**src/hw/rtl/akl_pkg.sv**
```systemverilog
// shared types, constants and helpers for the keypad ladder debounce block
// no dependencies
package akl_pkg;

	// configuration port shape
	localparam int CFG_IDX_W  = 3;
	localparam int CFG_DATA_W = 12;

	// compare width: covers a 16-bit sample plus a 12-bit window and the top key level
	localparam int CMP_W = 18;

	// result word width
	localparam int OUT_W = 8;

	// register indexes
	typedef enum logic [CFG_IDX_W-1:0] {
		REG_JITTER_WINDOW  = 3'd0,
		REG_LEVEL_BASE     = 3'd1,
		REG_LEVEL_STEP     = 3'd2,
		REG_CONFIRM_COUNT  = 3'd3,
		REG_PRESS_DELAY    = 3'd4,
		REG_RELEASE_DELAY  = 3'd5
	} cfg_reg_t;

	// register reset values
	localparam logic [11:0] RST_JITTER_WINDOW = 12'h040;
	localparam logic [11:0] RST_LEVEL_BASE    = 12'h100;
	localparam logic [11:0] RST_LEVEL_STEP    = 12'h100;
	localparam logic [3:0]  RST_CONFIRM_COUNT = 4'd2;
	localparam logic [7:0]  RST_PRESS_DELAY   = 8'd5;
	localparam logic [7:0]  RST_RELEASE_DELAY = 8'd2;

	typedef struct packed {
		logic [11:0] jitter_window;
		logic [11:0] level_base;
		logic [11:0] level_step;
		logic [3:0]  confirm_count;
		logic [7:0]  press_delay_ms;
		logic [7:0]  release_delay_ms;
	} cfg_t;

	// window match result
	typedef struct packed {
		logic       have;
		logic [2:0] key;
	} match_t;

	// debounce phases, one-hot
	typedef enum logic [3:0] {
		PH_IDLE      = 4'b0001,
		PH_PRESSING  = 4'b0010,
		PH_PRESSED   = 4'b0100,
		PH_RELEASING = 4'b1000
	} phase_t;

	// phase codes as seen on the result word
	localparam logic [1:0] PH_CODE_IDLE      = 2'd0;
	localparam logic [1:0] PH_CODE_PRESSING  = 2'd1;
	localparam logic [1:0] PH_CODE_PRESSED   = 2'd2;
	localparam logic [1:0] PH_CODE_RELEASING = 2'd3;

	// held key, no-key flag and phase code
	typedef struct packed {
		logic [2:0] held_key;
		logic       no_key;
		logic [1:0] phase;
	} status_t;

	function automatic logic [1:0] phase_code(input phase_t p);
		logic [1:0] c;
		unique case (p)
			PH_IDLE:      c = PH_CODE_IDLE;
			PH_PRESSING:  c = PH_CODE_PRESSING;
			PH_PRESSED:   c = PH_CODE_PRESSED;
			PH_RELEASING: c = PH_CODE_RELEASING;
			default:      c = PH_CODE_IDLE;
		endcase
		return c;
	endfunction

endpackage

```
**src/hw/rtl/akl_cfg_regs.sv**
```systemverilog
// configuration register file for the keypad ladder debounce block
// depends on akl_pkg
module akl_cfg_regs (
	input  logic                           clk,
	input  logic                           arst_n,
	input  logic                           cfg_valid,
	output logic                           cfg_ready,
	input  logic [akl_pkg::CFG_IDX_W-1:0]  cfg_index,
	input  logic [akl_pkg::CFG_DATA_W-1:0] cfg_data,
	output akl_pkg::cfg_t                  cfg
);
	import akl_pkg::*;

	cfg_t cfg_q;

	// writes are taken every cycle
	assign cfg_ready = 1'b1;
	assign cfg       = cfg_q;

	// register write, unknown indexes are dropped
	always_ff @(posedge clk or negedge arst_n) begin
		if (!arst_n) begin
			cfg_q.jitter_window    <= RST_JITTER_WINDOW;
			cfg_q.level_base       <= RST_LEVEL_BASE;
			cfg_q.level_step       <= RST_LEVEL_STEP;
			cfg_q.confirm_count    <= RST_CONFIRM_COUNT;
			cfg_q.press_delay_ms   <= RST_PRESS_DELAY;
			cfg_q.release_delay_ms <= RST_RELEASE_DELAY;
		end else if (cfg_valid) begin
			unique case (cfg_reg_t'(cfg_index))
				REG_JITTER_WINDOW: cfg_q.jitter_window    <= cfg_data;
				REG_LEVEL_BASE:    cfg_q.level_base       <= cfg_data;
				REG_LEVEL_STEP:    cfg_q.level_step       <= cfg_data;
				REG_CONFIRM_COUNT: cfg_q.confirm_count    <= cfg_data[3:0];
				REG_PRESS_DELAY:   cfg_q.press_delay_ms   <= cfg_data[7:0];
				REG_RELEASE_DELAY: cfg_q.release_delay_ms <= cfg_data[7:0];
				default: ;
			endcase
		end
	end

endmodule

```
**src/hw/rtl/akl_key_match.sv**
```systemverilog
// ladder level window match: one compare pair per key, lowest key wins
// depends on akl_pkg
module akl_key_match #(
	parameter int NUM_KEYS    = 6,
	parameter int SAMPLE_BITS = 12
) (
	input  logic [SAMPLE_BITS-1:0] sample,
	input  akl_pkg::cfg_t          cfg,
	output akl_pkg::match_t        match
);
	import akl_pkg::*;

	localparam int KEY_W = (NUM_KEYS > 1) ? $clog2(NUM_KEYS) : 1;

	logic [CMP_W-1:0]    sample_ext;
	logic [CMP_W-1:0]    jitter_ext;
	logic [CMP_W-1:0]    sample_plus_j;
	logic [CMP_W-1:0]    lvl [NUM_KEYS];
	logic [NUM_KEYS-1:0] hit;
	logic [KEY_W-1:0]    idx;

	assign sample_ext    = CMP_W'(sample);
	assign jitter_ext    = CMP_W'(cfg.jitter_window);
	assign sample_plus_j = sample_ext + jitter_ext;

	// level - j < s < level + j, lower bound rewritten as s + j > level
	always_comb begin
		for (int k = 0; k < NUM_KEYS; k++) begin
			lvl[k] = CMP_W'(cfg.level_base) + CMP_W'(cfg.level_step) * CMP_W'(k);
			hit[k] = (sample_plus_j > lvl[k]) && (sample_ext < lvl[k] + jitter_ext);
		end
	end

	// priority pick of the lowest hit
	always_comb begin
		idx = '0;
		for (int k = NUM_KEYS - 1; k >= 0; k--) begin
			if (hit[k]) begin
				idx = KEY_W'(k);
			end
		end
	end

	assign match.have = |hit;
	assign match.key  = 3'(idx);

endmodule

```
**src/hw/rtl/akl_debounce.sv**
```systemverilog
// four-phase debounce machine with qualify counter and millisecond settle timer
// depends on akl_pkg
module akl_debounce (
	input  logic             clk,
	input  logic             arst_n,
	input  logic             fire,
	input  logic             tick,
	input  akl_pkg::match_t  match,
	input  akl_pkg::cfg_t    cfg,
	output akl_pkg::status_t status
);
	import akl_pkg::*;

	phase_t     phase_q, phase_d;
	logic [4:0] qual_q, qual_d, qual_inc;
	logic [8:0] delay_q, delay_d;
	logic [2:0] held_q, held_d;
	logic       nokey_q, nokey_d;

	assign qual_inc = qual_q + 5'd1;

	// next state for one word
	always_comb begin
		phase_d = phase_q;
		qual_d  = qual_q;
		delay_d = delay_q;
		held_d  = held_q;
		nokey_d = nokey_q;
		if (tick) begin
			// tick only runs the settle timer down
			if (delay_q != '0) begin
				delay_d = delay_q - 9'd1;
			end
		end else begin
			unique case (phase_q)
				PH_IDLE: begin
					if (match.have) begin
						qual_d = qual_inc;
						if (qual_inc > {1'b0, cfg.confirm_count}) begin
							qual_d  = '0;
							delay_d = {1'b0, cfg.press_delay_ms} + 9'd1;
							phase_d = PH_PRESSING;
						end
					end else begin
						nokey_d = 1'b1;
					end
				end
				PH_PRESSED: begin
					if (match.have) begin
						held_d  = match.key;
						nokey_d = 1'b0;
					end else begin
						qual_d = qual_inc;
						if (qual_inc > {1'b0, cfg.confirm_count}) begin
							qual_d  = '0;
							delay_d = {1'b0, cfg.release_delay_ms} + 9'd1;
							phase_d = PH_RELEASING;
						end
					end
				end
				PH_PRESSING, PH_RELEASING: begin
					// sample ignored until the settle delay has run out
					if (delay_q == '0) begin
						phase_d = match.have ? PH_PRESSED : PH_IDLE;
					end
				end
				default: phase_d = PH_IDLE;
			endcase
		end
	end

	// state update, one word per fire
	always_ff @(posedge clk or negedge arst_n) begin
		if (!arst_n) begin
			phase_q <= PH_IDLE;
			qual_q  <= '0;
			delay_q <= '0;
			held_q  <= '0;
			nokey_q <= 1'b1;
		end else if (fire) begin
			phase_q <= phase_d;
			qual_q  <= qual_d;
			delay_q <= delay_d;
			held_q  <= held_d;
			nokey_q <= nokey_d;
		end
	end

	// state only moves when a result is loaded, so it doubles as the result register
	assign status.held_key = held_q;
	assign status.no_key   = nokey_q;
	assign status.phase    = phase_code(phase_q);

endmodule

```
**src/hw/rtl/adc_key_ladder_debounce.sv**
```systemverilog
// top level of the resistor-ladder keypad decoder with debounce
// depends on akl_pkg, akl_cfg_regs, akl_key_match, akl_debounce
//
// Input words arrive on s_axis: tuser is the kind (0 ADC sample, 1 one-millisecond
// tick) and tdata carries the sample in its low SAMPLE_BITS bits. Every input word
// produces exactly one result word on m_axis, carrying the held key, the no-key
// flag and the debounce phase after that word was applied.
// Registers are written on the cfg channel (index, data); cfg_ready is always high.
// Write them only while no word is in flight.
// A word accepted into the input register is presented on m_axis from the result register.
// Throughput: one word per cycle while m_axis is not stalled, set by the combinational window
// match and phase update between the input register and the state registers.
// A stalled m_axis holds its word; one further word waits in the input register,
// after which s_axis_tready drops until the receiver takes the result.
// Reset: arst_n clears both pipeline valids, puts the machine in idle with the
// no-key flag set and loads the register defaults.
module adc_key_ladder_debounce #(
	parameter  int NUM_KEYS    = 6,
	parameter  int SAMPLE_BITS = 12,
	localparam int IN_W        = ((SAMPLE_BITS + 7) / 8) * 8
) (
	input  logic                           clk,
	input  logic                           arst_n,
	// input words
	input  logic                           s_axis_tvalid,
	output logic                           s_axis_tready,
	input  logic [IN_W-1:0]                s_axis_tdata,  // sample
	input  logic                           s_axis_tuser,  // cmd
	// result words
	output logic                           m_axis_tvalid,
	input  logic                           m_axis_tready,
	output logic [akl_pkg::OUT_W-1:0]      m_axis_tdata,  // key_value[2:0], no_key, phase[1:0]
	// register writes
	input  logic                           cfg_valid,
	output logic                           cfg_ready,
	input  logic [akl_pkg::CFG_IDX_W-1:0]  cfg_index,
	input  logic [akl_pkg::CFG_DATA_W-1:0] cfg_data
);
	import akl_pkg::*;

	cfg_t                   cfg;
	match_t                 match;
	status_t                status;
	logic                   valid_s1;
	logic                   cmd_s1;
	logic [SAMPLE_BITS-1:0] sample_s1;
	logic                   out_valid_q;
	logic                   out_free;
	logic                   fire;

	// handshake between the input register and the result side
	assign out_free      = !out_valid_q || m_axis_tready;
	assign fire          = valid_s1 && out_free;
	assign s_axis_tready = !valid_s1 || out_free;

	// input register valid
	always_ff @(posedge clk or negedge arst_n) begin
		if (!arst_n) begin
			valid_s1 <= 1'b0;
		end else if (s_axis_tready) begin
			valid_s1 <= s_axis_tvalid;
		end
	end

	// input register payload
	always_ff @(posedge clk) begin
		if (s_axis_tvalid && s_axis_tready) begin
			cmd_s1    <= s_axis_tuser;
			sample_s1 <= s_axis_tdata[SAMPLE_BITS-1:0];
		end
	end

	// result valid
	always_ff @(posedge clk or negedge arst_n) begin
		if (!arst_n) begin
			out_valid_q <= 1'b0;
		end else if (out_free) begin
			out_valid_q <= valid_s1;
		end
	end

	akl_cfg_regs u_cfg_regs (
		.clk       (clk),
		.arst_n    (arst_n),
		.cfg_valid (cfg_valid),
		.cfg_ready (cfg_ready),
		.cfg_index (cfg_index),
		.cfg_data  (cfg_data),
		.cfg       (cfg)
	);

	akl_key_match #(
		.NUM_KEYS    (NUM_KEYS),
		.SAMPLE_BITS (SAMPLE_BITS)
	) u_key_match (
		.sample (sample_s1),
		.cfg    (cfg),
		.match  (match)
	);

	akl_debounce u_debounce (
		.clk    (clk),
		.arst_n (arst_n),
		.fire   (fire),
		.tick   (cmd_s1),
		.match  (match),
		.cfg    (cfg),
		.status (status)
	);

	// result word
	assign m_axis_tvalid = out_valid_q;
	assign m_axis_tdata  = {2'b00, status.phase, status.no_key, status.held_key};

endmodule

```
**config.mk**
```make
export PLATFORM = sky130hd
export DESIGN_NAME = adc_key_ladder_debounce
export DESIGN_NICKNAME = d
export VERILOG_FILES = /design/src/hw/rtl/akl_pkg.sv /design/src/hw/rtl/akl_cfg_regs.sv /design/src/hw/rtl/akl_key_match.sv /design/src/hw/rtl/akl_debounce.sv /design/src/hw/rtl/adc_key_ladder_debounce.sv
export SDC_FILE = /design/constraint.sdc
export NUM_CORES = 1
export LEC_CHECK = 0
export BUFFER_PORTS_ARGS = -buffer_cell sky130_fd_sc_hd__buf_2
export CORE_UTILIZATION = 25
export DETAILED_ROUTE_END_ITERATION = 8
export PLACE_DENSITY_LB_ADDON = 0.1
export RECOVER_POWER = 25
export SLEW_MARGIN = 40
export SYNTH_ARGS = -nofsm -noshare
export SYNTH_HDL_FRONTEND = slang
export SYNTH_HIERARCHICAL = 1
export SYNTH_SLANG_ARGS = --single-unit
```
**constraint.sdc**
```tcl
create_clock -name clk -period 7.4 [get_ports clk]
set_input_delay 1.85 -clock clk [delete_from_list [all_inputs] [get_ports clk]]
set_output_delay 1.85 -clock clk [all_outputs]
set_load 0.01 [all_outputs]
```
-- Yosys cells after proc, flatten, opt, wreduce, memory -nomap -nowiden
Index checks and enable logic that the tools add are counted.
- register bits: 93
- output and inout port bits: 11
- add/subtract/negate cells: 16
- magnitude comparators: 13
- multiplexer cells: 28
- equal/unequal tests: 21
- bitwise gates (word level): 1
- reduce and logical (&&, ||, !) cells: 30
- multiply operators: 2
- operators by type and width (cell ; count):
    12-bit by 18-bit less-than comparator with 1-bit output ; 6
    18-bit by 12-bit adder with 18-bit output ; 5
    18-bit > comparator ; 5
    9-bit two-way mux ; 6
    12-bit by 12-bit adder with 13-bit output ; 3
    12-bit by 14-bit adder with 15-bit output ; 2
    3-bit two-way mux ; 7
    4-bit two-way mux ; 5
    8-bit by 1-bit adder with 9-bit output (second input constant) ; 2
    18-bit by 12-bit > comparator with 1-bit output ; 1
    9-bit case mux with 2 select lines ; 1
    12-bit by 15-bit adder with 16-bit output ; 1
    12-bit by 3-bit multiplier with 15-bit output (second input constant) ; 1
    5-bit two-way mux ; 3
    12-bit by 13-bit adder with 14-bit output ; 1
    12-bit by 2-bit multiplier with 14-bit output (second input constant) ; 1
    7-bit AND reduction ; 2
    2-bit by 1-bit != test with 1-bit output (second input constant) ; 6
    4-bit case mux with 3 select lines ; 1
    2-bit AND reduction ; 6
    5-bit case mux with 2 select lines ; 1
    5-bit AND reduction ; 2
    9-bit logical NOT ; 1
    3-bit by 2-bit != test with 1-bit output (second input constant) ; 3
    26 further kinds ; 39

-- Longest topological paths before layout
Gate-level depths: netlist of the first run.
- depth after elaboration: 11
- mapped depth: 32

-- Hierarchy
The synthesis of the first run kept the hierarchy.
- by module, submodules not included (module ; cells an instance ; times used ; area an instance (µm²)):
    akl_key_match ; 1228 ; 1 ; 9835.7
    akl_cfg_regs ; 124 ; 1 ; 2258.4
    akl_debounce ; 194 ; 1 ; 1692.9
    adc_key_ladder_debounce ; 24 ; 1 ; 513.0

-- Worst setup path before layout of the first run
No wires, ideal clock.
- path type: register to register
- start point: register u_cfg_regs.cfg_q, in the netlist u_cfg_regs/cfg[21]
- end point: register u_debounce.delay_q[0]
- buffers on the path: 1
- path slack: 963 ps
- library setup time: 131 ps
- cell stages (with the launch flop): 31
- data arrival time: 6306 ps
- cell sequence: dfrtp_1 > fa_1 > ha_1 > fa_1 > a21o_1 > a21o_1 > a21oi_1 > o21bai_1 > nand2_1 > nand2b_1 > a21oi_1 > xnor2_1 > ha_1 > nand2_1 > nor2_1 > a311o_1 > a21o_1 > xnor2_1 > ha_1 > a21oi_1 > o221a_2 > nor2_1 > a211oi_2 > nor4_2 > nand2_1 > o22ai_1 > nand2_1 > a21oi_1 > clkbuf_1 > nor3_1 > or3_1
- RTL lines (element ; RTL line ; text):
    start, declared ; akl_cfg_regs.sv:14 ; cfg_t cfg_q;
    end signal, assigned ; akl_debounce.sv:83 ; delay_q <= delay_d;
    end, declared ; akl_debounce.sv:16 ; logic [8:0] delay_q, delay_d;

==> results.toml, run 1 <==
[sta]
min_period_ns = 7.07
slew_viol_final = 43
fin_skew_ns = 0.0207
fmax_mhz = 141
hold_violations = 0
fin_crit_sh_pct = 95.5
worst_slack_ns = 0.330
setup_viol = 0
tightestPinTransition_ns = 2.52
rsz0062_at_grt = "no"
relSlewSlack_pct = -68.3
holdWs_ns = 0.494

[outcome]
violations = "capacitance limit, slew limit"
status = "finished with violations"

[setup_path]
cp_common_cell = "buf_4"
path_class = "register to register"
cp_top_family = "compound AO/OA/AOI/OAI gates"
startpoint_type = "register"
crit_buf_inv = 6
worst_path_max_delay_cell = "dfrtp_2"
endpoint_kind = "register"
crit_required_ns = 7.68
crit_arrival_ns = 7.35
crit_fanout = 9
slowest_delay_ns = 0.49

[floorplan]
die_area_mm2 = 0.0582
ios = 48
placeableCoreArea_mm2 = 0.0565
die_h_um = 241
start_util_pct = 25.3
die_width_um = 241
row_count = 87

[place]
place_area_mm2 = 0.0159
gp_congestion = 0.866
io_buffers = 40
place_ws_ns = 0.0106
dp_hpwl_mm = 42.8

[grt]
track_usage_pct = 18.1
antenna_found_initial = 0
grt_overflow = 0
grt_pass1_vias = 12302
grt_pass1_wl_mm = 76.4
grt_max_degree = 43

[finish]
area_delta_synth_final_pct = 13.9
finish.utilization_pct = 28.8
drive_gt1_share_pct = 15.3
stdcell_area_mm2 = 0.0163
antenna_cells = 0
nets = 2039

[synthesis]
yosys_warnings = 6
synth_cell_types = 98
synthTopCellsByArea = "ha_1 (26%), dfrtp_1 (12%), xnor2_1 (4.3%), fa_1 (4.2%), a21oi_1 (3.8%)"
avgSynthCellArea_um2 = 9.11
synth_top_cell_by_area = "ha_1"
seq_area_frac_synth_pct = 16.8
synthArstFlopShare_pct = 86.0
synth_edf_count = 13
mappedNetlistArea_mm2 = 0.0143
syn_inst = 1570
ys_seq_elements = 93
synth_top_area_share_pct = 25.6
synth_ff_type = "dfrtp_1"

[routing]
dr.pass1.iters = 5
via_count = 12180
drc = 0
vias_per_cell = 4.99
drtIter0Drc = 500
wl_mm = 51.5
post_drt_wl_per_cell_um = 21.1
ant_nets = 0

[run]
drv_cap = 1

[clock_network]
htreeDepth = 3
cts_tree = "yes"
cts.sinks = 93
cts_made_buffers = 9
path_clk_slew_ns = 0.08
cts_buffer_depth = 2
clkLatencyLatePin_ns = 0.40
root_buffer = "clkbuf_16"

[hold_path]
min_path_type = "register to register"
-- stage by stage --
step | TNS [ns] | std cells
detailed placement | 0 | 2424
floorplan | 0 | 1571
global route | 0 | 2440
finish | 0 | 2440
CTS | 0 | 2440
global placement | -0.0625 | 2422
-- routing by layer --
metal	track usage [%]	wire length [um]	vias up
li1	-	-	6037
met1	23.1	23900	5939
met2	32.2	25400	173
met3	1.76	1120	31
met4	4.56	1010	0
met5	0	0	-
-- kinds of logic (layout without fill, tap and decap cells) --
group,after synthesis,after routing,synth area share (%)
xor+xnor,132,132,8.08
buf+inv,143,256,4.07
fa+ha+maj,323,323,29.8
compound gates,436,436,21.2
simple gates,372,372,14.0
other cells,2,3,0.0525
flops,93,93,16.8
mux,69,69,5.91
-- flip-flops by register name, indices dropped and copies added (netlist names) --
register and cells:
u_debounce/nokey_q 1, u_debounce/qual_q 5, cmd_s1 1, valid_s1 1
u_debounce/delay_q 9, u_debounce/phase_q 4, u_debounce/held_q 3, u_cfg_regs/cfg 56
sample_s1 12, m_axis_tvalid 1
-- final timing paths --
| path | start | to | slack (ns) | depth (start not counted) |
|---|---|---|---|---|
| max | u_cfg_regs/cfg[21] | u_debounce/delay_q[4] | 0.33 | 32 |
| min | u_debounce/nokey_q | u_debounce/nokey_q | 0.49 | 2 |
| max reg2reg | u_cfg_regs/cfg[21] | u_debounce/delay_q[4] | 0.33 | 32 |
| min reg2reg | u_debounce/nokey_q | u_debounce/nokey_q | 0.49 | 2 |
| max in group asynchronous | arst_n | u_cfg_regs/cfg[20] | 3.54 | 1 |
| min in group asynchronous | arst_n | u_cfg_regs/cfg[53] | 2.24 | 1 |
-- area by class of cell --
class,count,area [um^2]
Fill cell,5985,40200
Multi-Input combinational cell,1335,11400
Sequential cell,93,2410
Tap cell,756,946
Timing Repair Buffer,112,739
Inverter,128,480
Clock buffer,9,225
Clock inverter,7,75.1
-- cell usage after synthesis, drive strengths merged (9+ instances only) --
master    n
and3     14
a211o     9
nor4     14
nor2b    31
nor2     81
a21oi   112
edfxtp   13
nand2b   41
nand2    62
buf      12
ha      293
o211ai   14
xnor2    70
a211oi   22
inv     128
mux2     64
dfrtp    71
o21a     42
nand3    44
nor3     32
o21bai   21
xor2     62
nand4    15
dfstp     9
a21o     52
o21ai    79
fa       30
-- layout by cell type (no fill, tap or decap), types with 44 or more instances in the layout --
cell     netlist  layout
dfrtp_1       71      66
a21o_1        52      52
xor2_1        62      61
xnor2_1       70      69
inv_1        128     128
nand3_1       44      44
o21ai_0       76      76
buf_4          5      72
a21oi_1      110     106
ha_1         293     291
nor2_1        80      80
nand2_1       62      62
-- worst register-to-register path, delay by kind of cell, from the launching register on --
family	cells	cell delay [ns]
AO/OA/AOI/OAI	10	2.20
buffers and inverters	6	1.00
adder cells (fa/ha/maj)	5	1.66
flip-flops	1	0.49
AND/OR/NAND/NOR	9	1.40
XOR/XNOR	2	0.23
-- timing repair --
action | 4_1_cts | 5_1_grt
gates resized for setup | 2 | 18
cloned | 0 | 0
endpoints found under the hold margin | 0 | 0
hold buffers | 0 | 0
setup endpoints to repair | 2 | 14
pin swaps | 0 | 0
setup buffers | 0 | 0
Power of run 1 is not shown: default switching activity piles up to over one toggle a cycle in this logic, so the estimate is an artifact.
==> run 2: changes to the inputs <==
--- a/config.mk
+++ b/config.mk
@@ -6,11 +6,11 @@
 export NUM_CORES = 1
 export LEC_CHECK = 0
 export BUFFER_PORTS_ARGS = -buffer_cell sky130_fd_sc_hd__buf_2
-export CORE_UTILIZATION = 25
+export CORE_UTILIZATION = 65
 export DETAILED_ROUTE_END_ITERATION = 8
 export PLACE_DENSITY_LB_ADDON = 0.1
 export RECOVER_POWER = 25
-export SLEW_MARGIN = 40
+export SLEW_MARGIN = 20
 export SYNTH_ARGS = -nofsm -noshare
 export SYNTH_HDL_FRONTEND = slang
 export SYNTH_HIERARCHICAL = 1
==> results.toml, run 2 (synthesis gave the netlist of run 1 again) <==
[finish]
nets = 1995
area_delta_synth_final_pct = 7.16
mostFrequentLayoutCells = "ha_1 (293), inv_1 (128), a21oi_1 (109)"
drive_gt1_share_pct = 12.3
layout_commonest_cell = "ha_1"
finish.utilization_pct = 72.0
largest_reg_flops = 56
antenna_cells = 0

[clock_network]
cts.sinks = 93
cts_tree = "yes"
path_clk_slew_ns = 0.07
cts_made_buffers = 9
root_buffer = "clkbuf_16"
htreeDepth = 3
cts_buffer_depth = 2
clkLatencyLatePin_ns = 0.37

[floorplan]
ios = 48
row_count = 53
die_width_um = 150
die_area_mm2 = 0.0226
start_util_pct = 67.2
placeableCoreArea_mm2 = 0.0213
die_h_um = 150

[sta]
tns_ns = 0
setup_viol = 0
relSlewSlack_pct = -182
fin_crit_sh_pct = 96.4
min_period_ns = 7.14
fmax_mhz = 140
rsz0062_at_grt = "yes"
slew_viol_final = 81
hold_violations = 0
fin_skew_ns = 0.0159
tightestPinTransition_ns = 4.23

[grt]
grt_pass1_vias = 11196
track_usage_pct = 37.4
antenna_found_initial = 0
grt_pass1_wl_mm = 63.4
grt.busiest_layer = "met1"
met2_usage_pct = 55.1
grt_overflow = 0
grt_util_met1_pct = 55.9
grt_max_degree = 81
grtUsageMet3_pct = 4.00

[place]
io_buffers = 40
gp_congestion = 0.936
dp_hpwl_mm = 33.3

[routing]
dr.pass1.iters = 6
drc = 0
wl_mm = 41.5
ant_nets = 0
vias_per_cell = 6.49
drtIter0Drc = 1122
post_drt_wl_per_cell_um = 21.7
via_count = 12430

[setup_path]
worst_path_max_delay_cell = "fa_1"
crit_arrival_ns = 7.38
slowest_delay_ns = 0.53
crit_buf_inv = 2
cp_top_family = "compound AO/OA/AOI/OAI gates"
crit_required_ns = 7.64
startpoint_type = "register"
cp_common_cell = "nand2_1"
endpoint_kind = "register"
crit_fanout = 10
path_class = "register to register"

[hold_path]
min_path_type = "register to register"

[run]
drv_cap = 1

[outcome]
violations = "capacitance limit, slew limit"
status = "finished with violations"
-- run 2: cell count changes in the layout (fill, tap and decap cells not counted), moves of 2 or more --
| cell | change |
|---|---|
| a21oi_2 | -3 |
| o21ai_1 | +2 |
| ha_2 | -2 |
| nor4bb_1 | +2 |
| inv_6 | +2 |
| dfrtp_2 | -3 |
| o21ai_0 | -2 |
| a21oi_1 | +3 |
| inv_8 | -2 |
| buf_4 | -45 |
| dfrtp_1 | +3 |
| ha_1 | +2 |
-- run 2: path summary, 6_finish.rpt --
check / end / from / cells past startpoint / slack [ns]
worst min-delay path: m_axis_tvalid / valid_s1 / 1 / 0.51
worst min register to register: m_axis_tvalid / valid_s1 / 1 / 0.51
worst max-delay path: u_debounce/delay_q[0] / u_cfg_regs/cfg[21] / 31 / 0.26
min in group asynchronous: u_debounce/phase_q[2] / arst_n / 1 / 2.97
worst max register to register: u_debounce/delay_q[0] / u_cfg_regs/cfg[21] / 31 / 0.26
max in group asynchronous: u_cfg_regs/cfg[33] / arst_n / 1 / 1.72
-- run 2: timing repair --
item                                    4_1_cts  5_1_grt
hold buffers                                  0        0
endpoints found under the setup margin        0       13
resized for setup                             0       13
setup buffers                                 0        2
-- run 2: metal layers --
metal / vias to the layer above / wire (um)
met5: - / 0
met4: 0 / 1270
met3: 75 / 3030
met2: 503 / 17500
met1: 5905 / 19800
li1: 5947 / -
-- run 2: layout make-up --
type,count,area [um^2]
Clock buffer,10,239
Clock inverter,6,75.1
Fill cell,1681,5960
Inverter,128,480
Multi-Input combinational cell,1335,11400
Sequential cell,93,2410
Tap cell,275,344
Timing Repair Buffer,68,413
-- run 2: worst reg2reg max path: cells and delay by family, from the launching register on --
family	cells	cell delay, ns
AOI/OAI and AO/OA	13	2.34
and+or+nand+nor	10	1.83
adders and majority gates	4	1.63
DFF	1	0.50
buffers and inverters	2	0.41
xor gates and xnor gates	2	0.30
-- run 2: stage by stage --
step | cells | area, um^2 | hold WS (ns) | setup slack (ns)
finish | 1915 | 15300 | 0.505 | 0.264
global route | 1915 | 15300 | 0.527 | 0.000587
CTS | 1912 | 15300 | 0.511 | 0.303
detailed placement | 1896 | 14900 | 0.493 | 0.323
global placement | 1896 | 14900 | 0.484 | 0.431
floorplan | 1571 | 14300 | 0.465 | 0.963
Power of run 2 is left out for the same reason.
